`src/sv/time_ordered_event_queue_core_defines.svh`:
```
// assertion macros shared by the event queue rtl
`ifndef TIME_ORDERED_EVENT_QUEUE_CORE_DEFINES_SVH
`define TIME_ORDERED_EVENT_QUEUE_CORE_DEFINES_SVH

// implication checked in the same cycle
`define TOEQ_ASSERT_IMP(lbl, ante, cons) \
  lbl: assert property (@(posedge clk) disable iff (rst) (ante) |-> (cons)) \
    else $error("event queue check failed");

// implication checked in the next cycle
`define TOEQ_ASSERT_NXT(lbl, ante, cons) \
  lbl: assert property (@(posedge clk) disable iff (rst) (ante) |=> (cons)) \
    else $error("event queue sequencing check failed");

`endif

```
`src/sv/toeq_ram.sv`:
```
`default_nettype none
module toeq_ram #(
  parameter int WIDTH = 8,
  parameter int DEPTH = 64
) (
  input  wire logic                                    clk,
  input  wire logic                                    we,
  input  wire logic [((DEPTH > 1) ? $clog2(DEPTH) : 1)-1:0] waddr,
  input  wire logic [WIDTH-1:0]                        wdata,
  input  wire logic [((DEPTH > 1) ? $clog2(DEPTH) : 1)-1:0] raddr,
  output logic      [WIDTH-1:0]                        rdata
);
  logic [WIDTH-1:0] mem [DEPTH];

  always_ff @(posedge clk) begin
    if (we) begin
      mem[waddr] <= wdata;
    end
    rdata <= mem[raddr];
  end
endmodule
`default_nettype wire

```
`config.mk`:
```
export PLATFORM = sky130hd
export DESIGN_NAME = toeq_ram
export DESIGN_NICKNAME = d
export VERILOG_FILES = /design/src/sv/time_ordered_event_queue_core_defines.svh /design/src/sv/toeq_ram.sv
export SDC_FILE = /design/constraint.sdc
export NUM_CORES = 1
export LEC_CHECK = 0
export BUFFER_PORTS_ARGS = -buffer_cell sky130_fd_sc_hd__buf_2
export CORE_UTILIZATION = 38
export CTS_CLUSTER_DIAMETER = 120
export DETAILED_ROUTE_END_ITERATION = 10
export PLACE_DENSITY = 0.53
export SLEW_MARGIN = 20
export SYNTH_ARGS = -nofsm -noshare
export SYNTH_HDL_FRONTEND = slang
export SYNTH_SLANG_ARGS = --single-unit
```
`constraint.sdc`:
```
create_clock -name clk -period 2.1 [get_ports clk]
set_clock_uncertainty 0.05 [all_clocks]
set_input_delay 0.315 -clock clk [delete_from_list [all_inputs] [get_ports clk]]
set_output_delay 0.315 -clock clk [all_outputs]
set_load 0.01 [all_outputs]
```
# [Word-level counts from Yosys, hierarchy flattened]
# Memory sizes are Yosys's and may differ from the RTL's. A register that Yosys moved wholly into a read port is not among the register bits.
# Index checks and enable logic that the tools add are counted.
[classes] add_sub_neg=0 mul=0 n_div=0 magnitude_cmp=0 eq_ne=0 n_shift=0 muxes=2 bitwise_logic=0 reduce_logical=0
[op_table] operator="$mux 1" count=2
[totals] reg_bits=0 latchBits=0 ram_bits=512 rom_bits=0 inputBits=22 out_inout_bits=8 memories=1
[memory_table] memory="mem" depth=64 width=8 read_ports=1 rd_ports_with_merged_regs=1 write_ports=1 line_no="toeq_ram.sv:13" source="logic [WIDTH-1:0] mem [DEPTH];"

# [Depth between registers and ports, before layout]
[logic_depth] word_depth=2 ltp_mapped=9 depth_no_buf=5

# [Worst setup path after synthesis]
# Ideal clock, no wire load.
[synth_timing] kind="input port to flip-flop" start="in raddr[1] in the netlist's numbering" end="reg rdata[3], read port of mem" t_arrival_ps=1855 required_ps=1922 path_slack_ps=67 cell_stages=7 cell_sequence="buf_4 -> buf_2 -> buf_2 -> mux4_2 -> mux4_2 -> o21ai_1 -> o41ai_1"
[synth_rtl] item="start, declared" line_no="toeq_ram.sv:10" source="input wire logic [((DEPTH > 1) ? $clog2(DEPTH) : 1)-1:0] raddr,"
[synth_rtl] item="end, declared" line_no="toeq_ram.sv:11" source="output logic [WIDTH-1:0] rdata"

==> metrics.yaml <==
status: "finished clean"
clk-insertion-delay-late_ns: 0.60
clock_path_buffers: 3
start_util: 0.385
rr_worst_depth: 6
rsz0062_at_grt: "no"
hold_slack_ns: 0.101
wirelength_mm: 47.2
cts_tree: "done"
portBuffers: 29
min_to: "rdata[2]"
regToRegStartpoint: "mem[16][6]"
ir_drop_uv: 613
tns_ns: 0
grt_pass1_vias: 10163
crit_required_ns: 2.51
die_h_um: 232
holdBufCountCts: 0
cts_max_level: 2
worst_hold_path.num_cells: 3
drt_first_pass_iters: 5
cts-resized-gates: 0
critPathBufInv: 1
drt_iter0_drc: 868
grtUsageTotal: 0.181
synth_fa_ha_area_frac: 0
drv_cap: 0
r2r-end: "rdata[6]"
dp_hpwl_mm: 30.1
synthSimpleGateAreaFrac: 0.0339
antenna_found_initial: 2
rows: 84
tightest_slew_ns: 0.756
leakage_uw: 0.00780
period_minus_slack_ns: 2.02
wl_per_cell_um: 25.2
cp_slowest_cell: "mux4_2"
design_area_sq_mm: 0.0240
grt.overflow.total: 0
fill_cells: 4434
routed_via_density: 5.28
cts_buffers: 53
crit_family: "multiplexers"
p_per_area_mw_per_mm2: 901
final_hold_viol_count: 0
fin_cells: 1872
drc: 0
drtAntennaViolNets: 0
via_count: 9890
core_area_sq_mm: 0.0524
synth_top_family_by_area: "multiplexers"
nets: 1161
antenna_cells: 0
placed_cells: 1772
drive_above_1_share: 0.346
yosysSeqAreaShare: 0.770
r2r_slack_ns: 0.08
cts_setup_buffers: 0
ys_types: 40
ys_warn_count: 0
fmax_mhz: 494
hp-class: "in2reg"
crit_type: "reg2reg"
critPathMaxStageDelay_ns: 0.46
min_period_over_period: 0.964
seq_area_sq_mm: 0.0155
hp-start: "raddr[5]"
max-slew-margin-rel: 0.496
worstPathArrival_ns: 2.43
endpoint_kind: "register"
syn_to_final_growth_pct: 18.9
top_level_ports: 30
crit_chain: "mux4_2 > mux2_2 > o221a_2 > nor3_1 > buf_4 > o32ai_1"
grt_max_degree: 65
cts.root.buffer_cell: "clkbuf_16"
fp.dieW_um: 232
synth.avg_cell_area_sq_um: 21.5
critPathMaxFanout: 1
grt_pass1_wl_mm: 69.8
setup_viol: 0
netlist_area_sq_mm: 0.0202
multiInputGateArea_sq_mm: 0.00432
synth_compound_area_frac: 0.0207
gp_congestion: 0.803
maxSlewViolCount: 0
cts.sinks: 520
synth-xor-area-share: 0
die-area_sq_mm: 0.0540
placed_area_sq_mm: 0.0223
startpoint_type: "register"
ys_ff_latch: 520
synth_nets: 962
cts.clk_slew.worst_paths_ns: 0.06
syn_inst: 940
synthMuxAreaShare: 0.159
worst max path at each step:
| stage | end | start | slack [ns] | depth (start not counted) |
|---|---|---|---|---|
| global route | rdata[6] | mem[16][6] | 0.02 | 6 |
| detailed placement | rdata[7] | raddr[0] | -0.41 | 7 |
| floorplan | rdata[3] | raddr[1] | 0.07 | 7 |
| global placement | rdata[7] | raddr[0] | -0.39 | 7 |
| finish | rdata[6] | mem[16][6] | 0.08 | 6 |
| CTS | rdata[6] | mem[16][6] | 0.08 | 6 |
flip-flops by register name, indices dropped and copies added (netlist names):
signal and flops:
mem 512, rdata 8
worst reg2reg max path, delay by kind of cell, from the launching register on:
family,cells,cell delay [ns]
mux,2,0.73
compound gates,2,0.37
flops,1,0.35
simple gates,1,0.22
buf+inv,1,0.16
cell usage in the layout, fill, tap and decap left out, drive strengths merged, types with 4 or more instances in the layout:
cell type	n
edfxtp	512
buf	194
mux4	126
nor2	83
clkbuf	66
clkinv	29
mux2i	23
nand2	19
nor2b	14
mux2	13
nand3	13
o221ai	8
o22ai	8
dfxtp	8
nand2b	7
nor3	7
a221oi	6
a211oi	4
o21ai	4
report_power, final:
| group | internal (uW) | leakage, uW | switching (uW) |
|---|---|---|---|
| Clock | 5010 | 0.000799 | 3830 |
| Sequential | 11500 | 0.00467 | 38.6 |
| Combinational | 527 | 0.00232 | 699 |
| Total | 17000 | 0.00780 | 4570 |
metrics by stage:
step | util | setup slack [ns] | power [uW]
floorplan | - | 0.0673 | 12300
global placement | 0.426 | -0.389 | 13000
detailed placement | 0.426 | -0.410 | 13000
CTS | 0.457 | 0.0820 | 21800
global route | 0.457 | 0.0234 | 22300
finish | 0.457 | 0.0762 | 21600
routing by layer:
layer  GRT usage  share of wire
met1       0.251           0.44
met2       0.282           0.47
met3      0.0377          0.063
met4      0.0625          0.028
met5           0        0.00059
cells in the mapped netlist:
| master | n | share of area |
|---|---|---|
| clkbuf_1 | 17 | 0.0032 |
| nand2b_1 | 7 | 0.0022 |
| o22ai_1 | 8 | 0.0025 |
| buf_2 | 11 | 0.0027 |
| o32ai_1 | 2 | 0.00087 |
| nand3_1 | 13 | 0.0032 |
| buf_12 | 2 | 0.0020 |
| nor2b_1 | 14 | 0.0043 |
| o41ai_1 | 2 | 0.00087 |
| nor2_1 | 83 | 0.015 |
| a221oi_1 | 6 | 0.0026 |
| mux2i_1 | 23 | 0.011 |
| mux4_2 | 126 | 0.14 |
| edfxtp_1 | 512 | 0.76 |
| buf_4 | 13 | 0.0048 |
| nand3b_1 | 3 | 0.0011 |
| and2_1 | 1 | 0.00031 |
| a2111oi_0 | 2 | 0.00087 |
| nor4_1 | 2 | 0.00062 |
| o21ai_0 | 2 | 0.00050 |
| o311ai_1 | 1 | 0.00043 |
| o21a_1 | 2 | 0.00074 |
| a31oi_1 | 1 | 0.00031 |
| nand2_1 | 19 | 0.0035 |
| o2111ai_1 | 3 | 0.0013 |
| dfxtp_1 | 8 | 0.0079 |
| o21ai_1 | 2 | 0.00050 |
| nand4b_1 | 1 | 0.00043 |
| buf_1 | 4 | 0.00074 |
| a22oi_1 | 3 | 0.0011 |
| o2bb2ai_1 | 3 | 0.0013 |
| o221ai_1 | 8 | 0.0035 |
| nor3_1 | 7 | 0.0017 |
| nand4_1 | 2 | 0.00062 |
| a211oi_1 | 4 | 0.0015 |
| or3_1 | 1 | 0.00031 |
| a21oi_1 | 3 | 0.00074 |
| o221a_2 | 2 | 0.0011 |
| buf_6 | 4 | 0.0022 |
| mux2_2 | 13 | 0.0073 |
cell type report:
class                      instances  share of cell area
tap                              688              0.0359
clock buffer                      65              0.0590
clock inverter                    35             0.00903
timing repair buffer             195              0.0681
sequential                       520               0.648
multi-input combinational        369               0.180
kinds of logic after synthesis:
group	count (synthesis)
AO/OA/AOI/OAI	54
buffers and inverters	51
flip-flops	520
multiplexers	162
AND/OR/NAND/NOR	153
Power figures use the tool's default switching activity.
